$ cat config.mk
export PLATFORM = sky130hd
export DESIGN_NAME = graph_cycle_finder
export DESIGN_NICKNAME = d
export VERILOG_FILES = /design/src/rtl/gcf_pkg.sv /design/src/rtl/gcf_lane.sv /design/src/rtl/gcf_merge.sv /design/src/rtl/graph_cycle_finder.sv
export SDC_FILE = /design/constraint.sdc
export NUM_CORES = 1
export LEC_CHECK = 0
export BUFFER_PORTS_ARGS = -buffer_cell sky130_fd_sc_hd__clkbuf_2
export CORE_ASPECT_RATIO = 1.5
export CORE_MARGIN = 4
export CORE_UTILIZATION = 57
export CTS_CLUSTER_DIAMETER = 200
export CTS_CLUSTER_SIZE = 12
export DETAILED_ROUTE_END_ITERATION = 8
export HOLD_SLACK_MARGIN = 0.08
export MAX_ROUTING_LAYER = met4
export PLACE_DENSITY = 0.86
export SLEW_MARGIN = 15
export SYNTH_ARGS = -nofsm -noshare
export SYNTH_HDL_FRONTEND = slang
export SYNTH_SLANG_ARGS = --single-unit
$ cat constraint.sdc
create_clock -name i_clk -period 6.86 [get_ports i_clk]
set_input_delay 0 -clock i_clk [delete_from_list [all_inputs] [get_ports i_clk]]
set_output_delay 0 -clock i_clk [all_outputs]
set_load 0.02 [all_outputs]
$ cat src/rtl/gcf_pkg.sv
// gcf_pkg: shared types, constants and helpers for the graph cycle finder.
// Used by gcf_lane, gcf_merge and graph_cycle_finder; depends on nothing.

package gcf_pkg;

    localparam int MAX_NODES_DEF = 16;          // default node capacity
    localparam int ROW_W         = 16;          // adjacency row width
    localparam int ROW_IW        = $clog2(ROW_W);
    localparam int CFG_W         = 5;           // node_count register width
    localparam int VERT_W        = 5;           // vertex / length field width
    localparam logic [CFG_W-1:0] NODE_COUNT_RST = CFG_W'(16);

    typedef logic [ROW_W-1:0] t_row;

    typedef enum logic [2:0] {
        S_LOAD,     // taking rows
        S_ROOT,     // pick next unvisited root
        S_SCAN,     // depth-first step: descend, close or back up
        S_WALK,     // climb parents from current node to closing node
        S_EMIT,     // hand out cycle vertices
        S_NONE      // hand out the no-cycle beat
    } t_state;

    // per-lane findings handed to the merge stage
    typedef struct packed {
        logic cand;     // lane node is the next eligible neighbour candidate
        logic root;     // lane node is an unvisited node in range
    } t_lane_res;

    // bit b of a row, zero outside the row
    function automatic logic row_bit(t_row r, int b);
        if (b >= 0 && b < ROW_W) begin
            return r[b[ROW_IW-1:0]];
        end
        return 1'b0;
    endfunction

endpackage

$ cat src/rtl/gcf_lane.sv
// gcf_lane: one lane per graph node; judges whether its node is an edge
// candidate of the current node and whether it can serve as a new root.
// Depends on gcf_pkg.

module gcf_lane #(
    parameter int LANE = 1,      // node number of this lane, from 1
    parameter int NW   = 5,      // width of a node number
    parameter int NXW  = 5       // width of the scan position
) (
    input  gcf_pkg::t_row      i_row_u,     // row of the current node
    input  gcf_pkg::t_row      i_row_own,   // row of this lane's node
    input  logic [NW-1:0]      i_cur,
    input  logic [NW-1:0]      i_parent,
    input  logic [NXW-1:0]     i_next,
    input  logic [NW-1:0]      i_n,
    input  logic               i_visited,
    output gcf_pkg::t_lane_res o_res
);
    import gcf_pkg::*;

    logic w_edge;
    logic w_in_range;

    // matrix taken as symmetric: either row naming the edge counts
    assign w_edge     = row_bit(i_row_u, LANE - 1) | row_bit(i_row_own, int'(i_cur) - 1);
    assign w_in_range = (LANE <= int'(i_n));

    assign o_res.cand = w_edge && w_in_range && (LANE >= int'(i_next))
                        && (LANE != int'(i_parent));
    assign o_res.root = !i_visited && w_in_range;

endmodule

$ cat src/rtl/gcf_merge.sv
// gcf_merge: merge stage over the lane requests; picks the lowest-numbered
// requesting node. Depends on gcf_pkg for house style only.

module gcf_merge #(
    parameter int LANES = 16,
    parameter int NW    = 5
) (
    input  logic [LANES-1:0] i_req,
    output logic             o_any,
    output logic [NW-1:0]    o_node     // winning node number, from 1
);
    import gcf_pkg::*;

    always_comb begin
        o_any  = 1'b0;
        o_node = '0;
        // scan from the top so the lowest request wins
        for (int k = LANES - 1; k >= 0; k--) begin
            if (i_req[k]) begin
                o_any  = 1'b1;
                o_node = NW'(k + 1);
            end
        end
    end

endmodule

$ cat src/rtl/graph_cycle_finder.sv
// graph_cycle_finder: depth-first cycle detection on an undirected graph
// given as adjacency rows. Top level; depends on gcf_pkg, gcf_lane, gcf_merge.
//
// Usage:
//  Input channel (i_valid / o_stall): one adjacency row per beat, node 1 first.
//  Rows are taken one per cycle while the block is loading; o_stall rises once
//  the last row of a graph (node_count rows) is in and stays high until every
//  result beat of that graph has been placed in the output register.
//  Output channel (o_valid / i_stall): one beat per cycle vertex, closing node
//  first, last_of_run on the final one; a graph without a cycle gives a single
//  beat with cycle_found low.
//  After the last row, the search descends edges, backs up and picks roots in
//  lane-parallel steps; it then climbs the parent chain from the current node
//  to the closing node and hands out the result beats.
//  The search step rate is set by one parent-table read and one priority pick
//  over all lanes per cycle.
//  A stalled receiver holds the output register; emission waits, loading of
//  the next graph resumes only after the last beat is registered.
//  Config: i_cfg_we writes node_count and restarts the row count; write only
//  while idle. Synchronous active-low reset: node_count 16, no rows held.

module graph_cycle_finder #(
    parameter int MAX_NODES = gcf_pkg::MAX_NODES_DEF
) (
    input  logic                      i_clk,
    input  logic                      i_rst_n,
    // configuration
    input  logic                      i_cfg_we,
    input  logic [gcf_pkg::CFG_W-1:0] i_cfg_data,
    // row input
    input  logic                      i_valid,
    output logic                      o_stall,
    input  gcf_pkg::t_row             i_adjacency_row,
    // result output
    output logic                      o_valid,
    input  logic                      i_stall,
    output logic                      o_cycle_found,
    output logic [gcf_pkg::VERT_W-1:0] o_cycle_length,
    output logic [gcf_pkg::VERT_W-1:0] o_cycle_vertex,
    output logic                      o_last_of_run
);
    import gcf_pkg::*;

    localparam int NW  = $clog2(MAX_NODES + 1);   // node number 0..MAX
    localparam int NXW = $clog2(MAX_NODES + 2);   // scan position 1..MAX+1
    localparam int IW  = $clog2(MAX_NODES);       // store index

    // state
    t_state               r_state, n_state;
    logic [CFG_W-1:0]     r_node_count;
    logic [NW-1:0]        r_rows_loaded;
    t_row                 r_rows [MAX_NODES];
    logic [MAX_NODES-1:0] r_visited;
    logic [NW-1:0]        r_parent [MAX_NODES];
    logic [NW-1:0]        r_chain [MAX_NODES];
    logic [NW-1:0]        r_cur;
    logic [NXW-1:0]       r_next;
    logic [NW-1:0]        r_close;
    logic [NW-1:0]        r_walk;
    logic [NW-1:0]        r_count;
    logic [NW-1:0]        r_k;

    // output register
    logic                 r_o_valid;
    logic                 r_o_found;
    logic [VERT_W-1:0]    r_o_len;
    logic [VERT_W-1:0]    r_o_vertex;
    logic                 r_o_last;

    // combinational
    logic [NW-1:0]        w_n;
    logic [NW-1:0]        w_load_idx;
    logic [NW-1:0]        w_load_cnt;
    logic                 w_accept_in;
    logic                 w_out_free;
    logic [NW-1:0]        w_par_addr;
    logic [NW-1:0]        w_par;
    t_row                 w_row_u;
    t_lane_res            w_lane [MAX_NODES];
    logic [MAX_NODES-1:0] w_cand_req;
    logic [MAX_NODES-1:0] w_root_req;
    logic                 w_cand_any;
    logic [NW-1:0]        w_cand_node;
    logic                 w_root_any;
    logic [NW-1:0]        w_root_node;
    logic                 w_cand_vis;
    logic                 w_walk_go;
    logic                 w_emit_last;
    logic [NW-1:0]        w_emit_vertex;
    logic                 w_last_row;

    // effective node count: 0 acts as 1, capped at capacity
    always_comb begin
        if (r_node_count == '0) begin
            w_n = NW'(1);
        end else if (int'(r_node_count) > MAX_NODES) begin
            w_n = NW'(MAX_NODES);
        end else begin
            w_n = NW'(r_node_count);
        end
    end

    assign w_load_idx  = (r_rows_loaded >= w_n) ? '0 : r_rows_loaded;
    assign w_load_cnt  = w_load_idx + NW'(1);
    assign w_last_row  = (w_load_cnt == w_n);
    assign o_stall     = (r_state != S_LOAD);
    assign w_accept_in = i_valid && !o_stall;
    assign w_out_free  = !r_o_valid || !i_stall;

    // one parent read port, shared between search and climb
    assign w_par_addr = (r_state == S_WALK) ? r_walk : r_cur;
    assign w_par      = r_parent[IW'(w_par_addr - NW'(1))];
    assign w_row_u    = r_rows[IW'(r_cur - NW'(1))];

    for (genvar g = 0; g < MAX_NODES; g++) begin : g_lane
        gcf_lane #(
            .LANE (g + 1),
            .NW   (NW),
            .NXW  (NXW)
        ) u_lane (
            .i_row_u   (w_row_u),
            .i_row_own (r_rows[g]),
            .i_cur     (r_cur),
            .i_parent  (w_par),
            .i_next    (r_next),
            .i_n       (w_n),
            .i_visited (r_visited[g]),
            .o_res     (w_lane[g])
        );
        assign w_cand_req[g] = w_lane[g].cand;
        assign w_root_req[g] = w_lane[g].root;
    end

    gcf_merge #(
        .LANES (MAX_NODES),
        .NW    (NW)
    ) u_merge_cand (
        .i_req  (w_cand_req),
        .o_any  (w_cand_any),
        .o_node (w_cand_node)
    );

    gcf_merge #(
        .LANES (MAX_NODES),
        .NW    (NW)
    ) u_merge_root (
        .i_req  (w_root_req),
        .o_any  (w_root_any),
        .o_node (w_root_node)
    );

    assign w_cand_vis    = r_visited[IW'(w_cand_node - NW'(1))];
    assign w_walk_go     = (r_walk != r_close) && (r_walk != '0) && (r_count < w_n - NW'(1));
    assign w_emit_last   = (r_k == r_count);
    assign w_emit_vertex = (r_k == '0) ? r_close : r_chain[IW'(r_count - r_k)];

    // next state
    always_comb begin
        n_state = r_state;
        case (r_state)
            S_LOAD: begin
                if (w_accept_in && w_last_row) n_state = S_ROOT;
            end
            S_ROOT: begin
                n_state = w_root_any ? S_SCAN : S_NONE;
            end
            S_SCAN: begin
                if (w_cand_any) begin
                    if (w_cand_vis) n_state = S_WALK;
                end else if (w_par == '0) begin
                    n_state = S_ROOT;
                end
            end
            S_WALK: begin
                if (!w_walk_go) n_state = S_EMIT;
            end
            S_EMIT: begin
                if (w_out_free && w_emit_last) n_state = S_LOAD;
            end
            S_NONE: begin
                if (w_out_free) n_state = S_LOAD;
            end
            default: n_state = S_LOAD;
        endcase
    end

    // control registers
    always_ff @(posedge i_clk) begin
        if (!i_rst_n) begin
            r_state       <= S_LOAD;
            r_node_count  <= NODE_COUNT_RST;
            r_rows_loaded <= '0;
            r_visited     <= '0;
            r_o_valid     <= 1'b0;
        end else begin
            r_state <= n_state;
            if (i_cfg_we) begin
                r_node_count  <= i_cfg_data;
                r_rows_loaded <= '0;
            end else if (w_accept_in) begin
                r_rows_loaded <= w_last_row ? '0 : w_load_cnt;
            end
            if (w_accept_in && w_last_row) begin
                r_visited <= '0;
            end else if (r_state == S_ROOT && w_root_any) begin
                r_visited[IW'(w_root_node - NW'(1))] <= 1'b1;
            end else if (r_state == S_SCAN && w_cand_any && !w_cand_vis) begin
                r_visited[IW'(w_cand_node - NW'(1))] <= 1'b1;
            end
            if ((r_state == S_EMIT || r_state == S_NONE) && w_out_free) begin
                r_o_valid <= 1'b1;
            end else if (!i_stall) begin
                r_o_valid <= 1'b0;
            end
        end
    end

    // datapath
    always_ff @(posedge i_clk) begin
        case (r_state)
            S_LOAD: begin
                if (w_accept_in) r_rows[IW'(w_load_idx)] <= i_adjacency_row;
            end
            S_ROOT: begin
                if (w_root_any) begin
                    r_cur <= w_root_node;
                    r_parent[IW'(w_root_node - NW'(1))] <= '0;
                    r_next <= NXW'(1);
                end
            end
            S_SCAN: begin
                if (w_cand_any) begin
                    if (w_cand_vis) begin
                        r_close <= w_cand_node;
                        r_walk  <= r_cur;
                        r_count <= '0;
                    end else begin
                        r_parent[IW'(w_cand_node - NW'(1))] <= r_cur;
                        r_cur  <= w_cand_node;
                        r_next <= NXW'(1);
                    end
                end else if (w_par != '0) begin
                    // back up: resume the parent just past this child
                    r_cur  <= w_par;
                    r_next <= NXW'(r_cur) + NXW'(1);
                end
            end
            S_WALK: begin
                if (w_walk_go) begin
                    r_chain[IW'(r_count)] <= r_walk;
                    r_walk  <= w_par;
                    r_count <= r_count + NW'(1);
                end else begin
                    r_k <= '0;
                end
            end
            S_EMIT: begin
                if (w_out_free) begin
                    r_o_found  <= 1'b1;
                    r_o_len    <= VERT_W'(r_count + NW'(1));
                    r_o_vertex <= VERT_W'(w_emit_vertex);
                    r_o_last   <= w_emit_last;
                    r_k        <= r_k + NW'(1);
                end
            end
            S_NONE: begin
                if (w_out_free) begin
                    r_o_found  <= 1'b0;
                    r_o_len    <= '0;
                    r_o_vertex <= '0;
                    r_o_last   <= 1'b1;
                end
            end
            default: begin
            end
        endcase
    end

    assign o_valid        = r_o_valid;
    assign o_cycle_found  = r_o_found;
    assign o_cycle_length = r_o_len;
    assign o_cycle_vertex = r_o_vertex;
    assign o_last_of_run  = r_o_last;

endmodule
==> metrics.md, run 1 <==
| Metric | Value |
|---|---|
| Post-synth EDFFs | `~460` |
| Largest net degree at the start of global routing | `between 80 and 90` |
| Setup CP Type | `register to register` |
| Setup crit end kind | `register` |
| Drt via density | `roughly 7` |
| CTS tree | `built` |
| GRT Resource Usage Total | `between 30% and 40%` |
| Die Span X | `about 180 µm` |
| CP max FO | `9` |
| Async SR Flop Fraction | `0%` |
| Post-synthesis register bit count | `about 490` |
| WP data required | `roughly 7.1 ns` |
| Initial Util | `slightly below 60%` |
| Grt met1 use | `33.9%` |
| Worst-Margin Slew | `~1.1 ns` |
| Top cell family by delay on the critical path | `compound AO/OA/AOI/OAI gates` |
| Number of distinct library cells after synthesis | `105` |
| Crit path launch type | `register` |
| Die Y | `between 200 and 300 µm` |
| Num CTS Buffers | `46` |
| CP max stage delay | `between 0.6 and 0.7 ns` |
| Outcome | `completed` |
| Met2 GRT Util | `a little over half` |
| Final setup viols | `0` |
| Synthesized area | `0.0250 mm²` |
| Share of the yosys chip area belonging to registers | `between 50% and 60%` |
| Post-route cell area | `0.0280 mm²` |
| Final max-slew violation count | `0` |
| Drt wl/cell | `slightly below 30 µm` |
| Area Growth Syn to Fin | `12.2%` |
| Final HPWL DP | `slightly above 50000 µm` |
| Commonest non-fill, non-tap cell in the layout | `edfxtp_1` |
| First-pass GRT wire length | `~110000 µm` |
| Clock sink total | `about 500` |
| Initial antenna violation count | `0` |
| GRT busiest layer | `met2` |
| Fmax | `about 0.15 GHz` |
| Most frequent cells in the layout | `458 x edfxtp_1, 160 x nor2_1, 156 x mux4_2` |
| Core Region | `approximately 0.043 mm²` |
| Total gr overflow | `0` |
| Row count | `93` |
| Total Wirelength | `~72000 µm` |
| N_diodes | `0` |
| Worst slew margin | `approximately a quarter` |
| Drt pass-1 iters | `8` |
| Clock root buffer | `clkbuf_16` |
| Num ports | `40` |
| Iter 0 DRT Violations | `~2200` |
| Synthesized instance count | `between 1500 and 2000` |
| Critical path arrival | `about 7.0 ns` |
| H-tree levels | `2` |
| Buf/Inv on CP | `3` |
| Placer congestion estimate | `about 1.0` |
| Number of global-route vias before repair | `17549` |
| Crit path cell chain | `nor2_1 -> a21o_1 -> nand2_1 -> nor3_1 -> o22ai_1 -> a2111oi_2 -> buf_4 -> a221oi_2 -> o22ai_1 -> o221ai_1 -> a21oi_1 -> inv_1 -> ha_1 -> mux2_1 -> or3_4 -> or4_4 -> o22ai_4 -> o211ai_2 -> a21oi_1 -> buf_4` |
| Final hold vios | `0` |
| Final worst-path cycle share | `a little over nine tenths` |
| Die area | `0.0473 mm²` |
| DP Area | `around 0.026 mm²` |
| Clk buf depth | `3` |
| Worst Hold Class | `input port to register` |
| Synth Flop Type | `edfxtp_1` |
| Max-cap violation count | `0` |
| Met3 usage | `4.78%` |
| Clock Skews | `0.0364 ns` |
| Util after Layout | `between 60% and 70%` |
| Fin nets | `about 1900` |
| Yosys warning total | `0` |
| Worst skew pair latency | `just under 0.6 ns` |
| Worst-path clk slew | `~0.07 ns` |
| CP max-delay cell | `nor3_1` |
| PortBufs | `39` |
| DRT antenna net count | `0` |
| Vias | `17365` |
| Period minus WS final | `6.78 ns` |
| DRC | `0` |
| Layout cells sized above 1 | `a little under a quarter` |
| Post-synth net total | `1800` |
| Avg Inst Size Synth | `about 14 µm²` |
metrics by stage:
| step | hold slack [ns] | setup TNS [ns] | setup WS [ns] | cells |
|---|---|---|---|---|
| after floorplan | 0.0986 | 0 | 0.241 | 1737 |
| after detailed placement | 0.225 | 0 | 0.0115 | 2344 |
| after CTS | 0.292 | 0 | 0.141 | 2451 |
| after global placement | 0.232 | 0 | 0.261 | 2344 |
| after global routing | 0.307 | -0.0315 | -0.0144 | 2452 |
| final | 0.316 | 0 | 0.0843 | 2452 |
routing by layer:
| layer | vias to the layer above | share of wire, % | wire length (µm) |
|---|---|---|---|
| met3 | 384 | 7.8 | 5660 |
| met1 | 8505 | 31 | 22400 |
| met5 | - | 0 | 0 |
| li1 | 7243 | - | - |
| met2 | 1233 | 51 | 37100 |
| met4 | 0 | 9.8 | 7050 |
registers in the layout, indices dropped and copies added (netlist names):
name            count
r_rows            256
r_chain            80
r_parent           80
r_visited          16
o_cycle_length      5
o_cycle_vertex      5
r_close             5
r_count             5
r_cur               5
r_k                 5
r_next              5
r_node_count        5
r_rows_loaded       5
r_walk              5
r_state             3
o_cycle_found       1
o_last_of_run       1
o_valid             1
synth_stat cells, types with 7 or more instances:
| cell type | instances | area share (%) |
|---|---|---|
| o211a_1 | 17 | 0.68 |
| or3_1 | 7 | 0.18 |
| ha_1 | 36 | 1.8 |
| a21oi_1 | 79 | 1.6 |
| xor2_1 | 14 | 0.49 |
| a211oi_1 | 34 | 1.0 |
| buf_1 | 8 | 0.12 |
| xnor2_1 | 16 | 0.56 |
| and2_1 | 38 | 0.95 |
| mux4_2 | 156 | 14 |
| o311ai_0 | 16 | 0.56 |
| a21o_1 | 15 | 0.45 |
| mux2_2 | 7 | 0.32 |
| nand2b_1 | 12 | 0.30 |
| nor2_1 | 160 | 2.4 |
| clkbuf_1 | 48 | 0.72 |
| mux2i_1 | 57 | 2.3 |
| o311a_1 | 7 | 0.28 |
| buf_4 | 9 | 0.27 |
| o22ai_1 | 22 | 0.55 |
| nor4_1 | 19 | 0.48 |
| o21ai_0 | 36 | 0.72 |
| buf_2 | 28 | 0.56 |
| nor3_1 | 37 | 0.74 |
| nor2b_1 | 10 | 0.25 |
| o211ai_1 | 16 | 0.48 |
| edfxtp_1 | 458 | 55 |
| a31oi_1 | 27 | 0.68 |
| nand3_1 | 40 | 0.80 |
| dfxtp_1 | 30 | 2.4 |
| or4_1 | 7 | 0.21 |
| inv_1 | 41 | 0.62 |
| nand2_1 | 63 | 0.95 |
| or2_2 | 10 | 0.25 |
final timing paths:
check                           startpoint                             to  slack, ns  cells past startpoint
max                     r_cur[2]$_DFFE_PP_      r_parent[15][0]$_DFFE_PP_       0.08                     20
min                                i_rst_n        r_state[0]$_SDFFE_PN0P_       0.32                      3
max reg2reg             r_cur[2]$_DFFE_PP_      r_parent[15][0]$_DFFE_PP_       0.08                     20
min reg2reg  r_rows_loaded[0]$_SDFFE_PP0P_  r_rows_loaded[0]$_SDFFE_PP0P_       0.57                      2
worst reg2reg max path, cell delays in order, from the launching register on:
cell,delay (ns)
edfxtp_1,0.57
nor2_1,0.30
a21o_1,0.35
nand2_1,0.38
nor3_1,0.66
o22ai_1,0.26
a2111oi_2,0.50
buf_4,0.23
a221oi_2,0.08
o22ai_1,0.20
o221ai_1,0.14
a21oi_1,0.20
inv_1,0.09
ha_1,0.24
mux2_1,0.36
or3_4,0.38
or4_4,0.47
o22ai_4,0.30
o211ai_2,0.22
a21oi_1,0.34
buf_4,0.21
cell type report:
| type | count | area (µm²) |
|---|---|---|
| clock buffers | 67 | 1270 |
| clock inverters | 2 | 50.0 |
| fillers | 2856 | 15100 |
| inverters | 45 | 171 |
| multi-input cells | 1104 | 10100 |
| flip-flops and latches | 488 | 14400 |
| well taps | 570 | 713 |
| repair buffers | 176 | 1410 |
timing repair:
action                                  CTS  global route
buffers inserted                          1             1
hold buffers                             37             0
resized for setup                         0            15
endpoints found under the setup margin    3           100
pin swaps                                 1             1
hold endpoints to repair                287             0
kinds of logic after synthesis:
family                     Yosys count  share of synthesized area [%]
muxes                              227                           17.1
AOI/OAI and AO/OA                  360                           10.6
DFF                                488                           57.4
xor gates and xnor gates            31                           1.12
buffers and inverters              145                           2.70
adders and majority gates           39                           1.96
and+or+nand+nor                    447                           9.15
Power of run 1 is not shown: default switching activity piles up to over one toggle a cycle in this logic, so the estimate is an artifact.
==> run 2: changes to the inputs <==
--- a/config.mk
+++ b/config.mk
@@ -14,7 +14,7 @@
 export DETAILED_ROUTE_END_ITERATION = 8
 export HOLD_SLACK_MARGIN = 0.08
 export MAX_ROUTING_LAYER = met4
-export PLACE_DENSITY = 0.86
+export PLACE_DENSITY = 0.85
 export SLEW_MARGIN = 15
 export SYNTH_ARGS = -nofsm -noshare
 export SYNTH_HDL_FRONTEND = slang
==> run 2 against run 1 <==
Compared with the run above:
- sequential cell count stayed put
- fmax is 1.1% higher
- via count decreased by 0.97%
- die area stayed put
- non-clock buffer count up 8
- critical path type unchanged
- highest routed layer unchanged
- cell count rose by 0.24%
==> metrics.md, run 2 (same netlist as run 1, synthesis figures left out) <==
| Metric | Value |
|---|---|
| Outcome | `completed` |
| Worst Hold Class | `input port to register` |
| Iter 0 DRT Violations | `1969 (-11%)` |
| Area Growth Syn to Fin | `12.4%` |
| Hold path endpoint | `r_state[0]$_SDFFE_PN0P_` |
| H-tree levels | `2 (unchanged)` |
| Top flop regs | `r_rows (256), r_chain (80), r_parent (80)` |
| DRC | `0 (unchanged)` |
| Total Wirelength | `72300 µm (about the same)` |
| Clk buf depth | `3 (unchanged)` |
| Final HPWL DP | `51000 µm (+0.55%)` |
| Row count | `93 (unchanged)` |
| Die Y | `264 µm (unchanged)` |
| Pre-CTS WS | `-0.0862 ns (-0.0976 ns)` |
| Clock Skews | `0.0253 ns (-0.0111 ns)` |
| Total gr overflow | `0 (unchanged)` |
| Final max-slew violation count | `0 (unchanged)` |
| DP Area | `0.0263 mm² (+0.12%)` |
| Worst-Margin Slew | `1.15 ns (+0.0309 ns)` |
| Die Span X | `179 µm (unchanged)` |
| Largest Register | `r_rows` |
| Fmax | `0.149 GHz (+1.1%)` |
| N_diodes | `0 (unchanged)` |
| Fill count | `2888 (+1.1%)` |
| Drt via density | `7.00 (-1.2%)` |
| RSZ-0062 raised after global routing | `false` |
| Post-route cell area | `0.0281 mm² (+0.14%)` |
| Most frequent cells in the layout | `458 x edfxtp_1, 159 x nor2_1, 156 x mux4_2` |
| Final worst slack | `0.156 ns (+0.0715 ns)` |
| Worst skew pair latency | `0.59 ns (about the same)` |
| Layout cells sized above 1 | `23.2% (+0.51 points)` |
| GRT Resource Usage Total | `31.3% (-0.13 points)` |
| CTS tree | `built` |
| Core Region | `0.0432 mm² (unchanged)` |
| Die area | `0.0473 mm² (unchanged)` |
| Clock sink total | `488 (unchanged)` |
| Num CTS Buffers | `46 (unchanged)` |
| Number of global-route vias before repair | `17733 (+1.0%)` |
| Setup CP Type | `register to register` |
| Hold_sp | `i_rst_n` |
| Placer congestion estimate | `1.10 (+5.2%)` |
| Setup crit end kind | `register` |
| CP max FO | `33 (+24)` |
| Initial antenna violation count | `0 (unchanged)` |
| PortBufs | `39 (unchanged)` |
| Worst-path clk slew | `0.07 ns (about the same)` |
| Worst slew margin | `23.0% (-2.5 points)` |
| Final hold vios | `0 (unchanged)` |
| DRT antenna net count | `0 (unchanged)` |
| Commonest non-fill, non-tap cell in the layout | `edfxtp_1` |
| Worst reg2reg setup slack | `0.16 ns (+0.07 ns)` |
| Max reg flops | `256 (unchanged)` |
| WP data required | `7.14 ns (about the same)` |
| Largest net degree at the start of global routing | `97 (+18%)` |
| Critical path arrival | `6.99 ns (-0.05 ns)` |
| Clock root buffer | `clkbuf_16` |
| Drt pass-1 iters | `6 (-2)` |
| Crit path launch type | `register` |
| Num ports | `40 (unchanged)` |
| Fin nets | `1932 (+0.42%)` |
| Util after Layout | `65.0% (+0.093 points)` |
| Worst r2r path cells | `22 (+10%)` |
| Vias | `17196 (-0.97%)` |
| First-pass GRT wire length | `108000 µm (-0.18%)` |
| Drt wl/cell | `29.4 µm (-0.16%)` |
| Hold Crit Depth | `3 (unchanged)` |
| Period minus WS final | `6.70 ns (-0.0715 ns)` |
| Final worst-path cycle share | `97.7% (-1.0 points)` |
| Final setup viols | `0 (unchanged)` |
| Terminus of the critical flop-to-flop path | `r_parent[9][3]$_DFFE_PP_` |
| Max-cap violation count | `0 (unchanged)` |
| Initial Util | `57.9% (unchanged)` |
| R2R Path Start | `r_cur[1]$_DFFE_PP_` |
-- run 2: cell types whose count changed in the layout (fill, tap and decap cells not counted), sizes merged --
cell	previous run	this run
buf	99	107
clkbuf	107	105
clkinv	2	1
clkinvlp	0	1
-- run 2: worst max-delay path: stages, from the launching register on --
cell	delay, ns
edfxtp_1	0.47
inv_1	0.11
buf_4	0.17
ha_4	0.51
buf_12	0.26
mux4_2	0.36
mux4_2	0.47
o211ai_1	0.56
nor2b_1	0.21
mux2i_1	0.10
a221oi_1	0.41
o311ai_2	0.19
nand2_2	0.14
inv_4	0.03
ha_1	0.21
mux2_1	0.34
or3_4	0.37
or4_4	0.47
o22ai_4	0.32
buf_4	0.17
o211ai_2	0.14
a21oi_1	0.16
buf_4	0.19
-- run 2: metal layers --
metal  vias up  global-route usage (%)  wire, µm
met4         0                    22.8      7100
met5         -                       -         0
met3       385                    5.12      5450
met2      1144                    52.3     36900
li1       7247                       -         -
met1      8420                    33.3     22800
-- run 2: how the worst max path moves through the flow --
stage / start / end / slack (ns) / depth (start not counted)
3_5_place_dp: r_cur[0]$_DFFE_PP_ / r_parent[7][0]$_DFFE_PP_ / -0.09 / 21
5_1_grt: r_state[2]$_SDFFE_PN0P_ / r_parent[13][3]$_DFFE_PP_ / 0.005 / 24
6_report: r_cur[1]$_DFFE_PP_ / r_parent[9][3]$_DFFE_PP_ / 0.16 / 22
3_3_place_gp: r_cur[0]$_DFFE_PP_ / r_parent[15][3]$_DFFE_PP_ / 0.04 / 22
2_1_floorplan: r_walk[0]$_DFFE_PP_ / r_parent[0][2]$_DFFE_PP_ / 0.24 / 24
4_1_cts: r_state[2]$_SDFFE_PN0P_ / r_parent[7][2]$_DFFE_PP_ / 0.06 / 22
-- run 2: final cells by class --
type / count / area (µm²) / area share, %
sequential: 488 / 14400 / 51.1
clock inverter: 2 / 36.3 / 0.129
inverter: 45 / 175 / 0.624
timing repair buffer: 184 / 1480 / 5.25
clock buffer: 65 / 1240 / 4.43
multi-input combinational: 1104 / 10100 / 35.9
tap: 570 / 713 / 2.54
-- run 2: through the flow --
step	cells	hold WS, ns	TNS, ns
floorplan	1737	0.0986	0
global placement	2350	0.221	0
detailed placement	2350	0.226	-0.729
CTS	2454	0.309	0
global route	2458	0.328	0
finish	2458	0.305	0
-- run 2: repair_timing --
action | 4_1_cts | 5_1_grt
hold endpoints to repair | 275 | 0
resized for setup | 1 | 21
pin swaps | 0 | 2
buffers inserted | 0 | 3
setup endpoints to repair | 45 | 185
gates cloned | 0 | 1
hold buffers | 37 | 0
Power of run 2 is left out for the same reason.
==> run 3: changes to the inputs <==
--- a/config.mk
+++ b/config.mk
@@ -7,7 +7,7 @@
 export LEC_CHECK = 0
 export BUFFER_PORTS_ARGS = -buffer_cell sky130_fd_sc_hd__clkbuf_2
 export CORE_ASPECT_RATIO = 1.5
-export CORE_MARGIN = 4
+export CORE_MARGIN = 2
 export CORE_UTILIZATION = 57
 export CTS_CLUSTER_DIAMETER = 200
 export CTS_CLUSTER_SIZE = 12
@@ -15,6 +15,7 @@
 export HOLD_SLACK_MARGIN = 0.08
 export MAX_ROUTING_LAYER = met4
 export PLACE_DENSITY = 0.85
+export SKIP_LAST_GASP = 1
 export SLEW_MARGIN = 15
 export SYNTH_ARGS = -nofsm -noshare
 export SYNTH_HDL_FRONTEND = slang
==> run 3 against run 2 <==
Compared with the run above:
- global-route usage increased by 1.7 points
- sequential cell count unchanged
- via count about the same
- utilization fell by 0.86 points
- wire length rose by 0.37%
- cell count decreased by 0.33%
- die area down 3.7%
- non-clock buffer count fell by 16
- highest routed layer unchanged
- hold slack lost 0.0023 ns
- fmax increased by 1.3%
==> metrics.md, run 3 (same netlist as run 1, synthesis figures left out) <==
| Metric | Value |
|---|---|
| Initial Util | `57.3% (-0.62 points)` |
| Final setup viols | `0 (unchanged)` |
| Critical path arrival | `6.84 ns (-0.15 ns)` |
| Vias | `17204 (+0.047%)` |
| Post-route cell area | `0.0280 mm² (-0.25%)` |
| Max reg flops | `256 (unchanged)` |
| Setup CP Type | `register to register` |
| Clk buf depth | `3 (unchanged)` |
| Number of global-route vias before repair | `17340 (-2.2%)` |
| WP data required | `7.09 ns (-0.05 ns)` |
| DRT antenna net count | `0 (unchanged)` |
| Setup crit end kind | `register` |
| Die Y | `260 µm (-1.5%)` |
| Core Region | `0.0436 mm² (+1.1%)` |
| Largest net degree at the start of global routing | `55 (-43%)` |
| Iter 0 DRT Violations | `2131 (+8.2%)` |
| Worst-path clk slew | `0.06 ns (about the same)` |
| Crit path launch type | `register` |
| Outcome | `completed` |
| WHS | `0.302 ns (-0.00225 ns)` |
| Fill count | `2882 (-0.21%)` |
| Largest Register | `r_rows` |
| Final worst-path cycle share | `96.5% (-1.2 points)` |
| Drt via density | `7.02 (+0.37%)` |
| DRC | `0 (unchanged)` |
| CP max FO | `54 (+64%)` |
| Commonest non-fill, non-tap cell in the layout | `edfxtp_1` |
| N_diodes | `0 (unchanged)` |
| Final max-slew violation count | `0 (unchanged)` |
| Num CTS Buffers | `46 (unchanged)` |
| Fmax | `0.151 GHz (+1.3%)` |
| Worst-Margin Slew | `1.22 ns (+0.0767 ns)` |
| Worst reg2reg setup slack | `0.24 ns (+0.09 ns)` |
| Multi-input gate area | `0.0101 mm² (about the same)` |
| Placer congestion estimate | `1.05 (-4.6%)` |
| Worst r2r path cells | `18 (-18%)` |
| H-tree levels | `2 (unchanged)` |
| DP Area | `0.0262 mm² (-0.20%)` |
| Fin nets | `1916 (-0.83%)` |
| Die Span X | `175 µm (-2.2%)` |
| Max-cap violation count | `0 (unchanged)` |
| Worst Hold Class | `input port to register` |
| Reg area | `0.0144 mm² (about the same)` |
| Top flop regs | `r_rows (256), r_chain (80), r_parent (80)` |
| Hold path endpoint | `r_state[0]$_SDFFE_PN0P_` |
| First-pass GRT wire length | `108000 µm (-0.39%)` |
| TNS Setup | `0 ns (unchanged)` |
| Worst skew pair latency | `0.60 ns (about the same)` |
| Clock Skews | `0.0427 ns (+0.0175 ns)` |
| Period minus WS final | `6.62 ns (-0.0854 ns)` |
| Num ports | `40 (unchanged)` |
| Terminus of the critical flop-to-flop path | `r_parent[9][1]$_DFFE_PP_` |
| Hold_sp | `i_rst_n` |
| R2R Path Start | `r_cur[0]$_DFFE_PP_` |
| Drt wl/cell | `29.6 µm (+0.70%)` |
| Die area | `0.0456 mm² (-3.7%)` |
| Area Growth Syn to Fin | `12.1%` |
| Most frequent cells in the layout | `458 x edfxtp_1, 159 x nor2_1, 156 x mux4_2` |
| Worst slew margin | `17.8% (-5.3 points)` |
| Final hold vios | `0 (unchanged)` |
| GRT Resource Usage Total | `33.0% (+1.7 points)` |
| Layout cells sized above 1 | `22.6% (-0.57 points)` |
| Final HPWL DP | `50700 µm (-0.57%)` |
| Drt pass-1 iters | `6 (unchanged)` |
| Non-Filler Instances | `2450 (-0.33%)` |
| Placed cells | `2343 (-0.30%)` |
| Total gr overflow | `0 (unchanged)` |
| CTS tree | `built` |
| Initial antenna violation count | `0 (unchanged)` |
| Hold Crit Depth | `3 (unchanged)` |
| Clock sink total | `488 (unchanged)` |
| Clock root buffer | `clkbuf_16` |
| PortBufs | `39 (unchanged)` |
| Row count | `94 (+1.1%)` |
| Total Wirelength | `72500 µm (+0.37%)` |
| RSZ-0062 raised after global routing | `false` |
## run 3: changes by cell type in the layout (fill, tap and decap cells not counted), moves of 2 or more
cell      before  now
buf_4        101   83
a21oi_1       69   67
a211oi_1      34   32
buf_12         3    8
a211oi_2       1    3
buf_16         2    0
## run 3: metal layers
metal,track usage (%),vias up,share of wire [%]
met5,-,-,0
li1,-,7215,-
met1,33.6,8410,31
met2,57.8,1206,52
met3,5.91,373,8.1
met4,22.8,0,8.7
## run 3: layout make-up
class | instances | share of cell area (%)
flip-flops and latches | 488 | 51.3
multi-input cells | 1104 | 36.0
repair buffers | 168 | 4.87
clock buffers | 67 | 4.54
well taps | 576 | 2.57
inverters | 45 | 0.612
clock inverters | 2 | 0.179
## run 3: timing repair
item | CTS | global route
pin swaps | 0 | 1
endpoints found under the setup margin | 10 | 157
gates resized for setup | 2 | 21
setup buffers | 0 | 1
gates cloned | 0 | 0
hold endpoints to repair | 275 | 0
hold buffers | 37 | 0
## run 3: how the worst max path moves through the flow
stage | from | to | slack, ns
after floorplan | r_walk[0]$_DFFE_PP_ | r_parent[0][2]$_DFFE_PP_ | 0.24
after global placement | r_cur[0]$_DFFE_PP_ | r_parent[15][3]$_DFFE_PP_ | 0.21
after detailed placement | r_cur[0]$_DFFE_PP_ | r_parent[15][4]$_DFFE_PP_ | 0.03
after CTS | r_state[1]$_SDFFE_PN0P_ | r_parent[15][2]$_DFFE_PP_ | 0.04
after global routing | r_cur[0]$_DFFE_PP_ | r_parent[14][3]$_DFFE_PP_ | 0.003
final | r_cur[0]$_DFFE_PP_ | r_parent[9][1]$_DFFE_PP_ | 0.24
## run 3: critical path: stages, from the launching register on
cell and delay [ns]:
edfxtp_1 0.45, buf_12 0.39, buf_8 0.39, mux4_2 0.61, mux4_2 0.47, o211ai_1 0.54
nor2b_1 0.21, mux2i_1 0.10, a221oi_1 0.36, o311ai_1 0.20, nand2_2 0.14, inv_4 0.03
ha_1 0.21, mux2_1 0.34, or3_4 0.37, or4_4 0.47, o22ai_4 0.29, o211ai_2 0.22
a21oi_2 0.38
## run 3: through the flow
step | setup WS (ns) | util, %
2_1_floorplan | 0.241 | -
3_3_place_gp | 0.208 | 60.1
3_5_place_dp | 0.0305 | 60.1
4_1_cts | 0.0439 | 63.9
5_1_grt | 0.00303 | 64.2
6_report | 0.241 | 64.2
Power of run 3 is left out for the same reason.
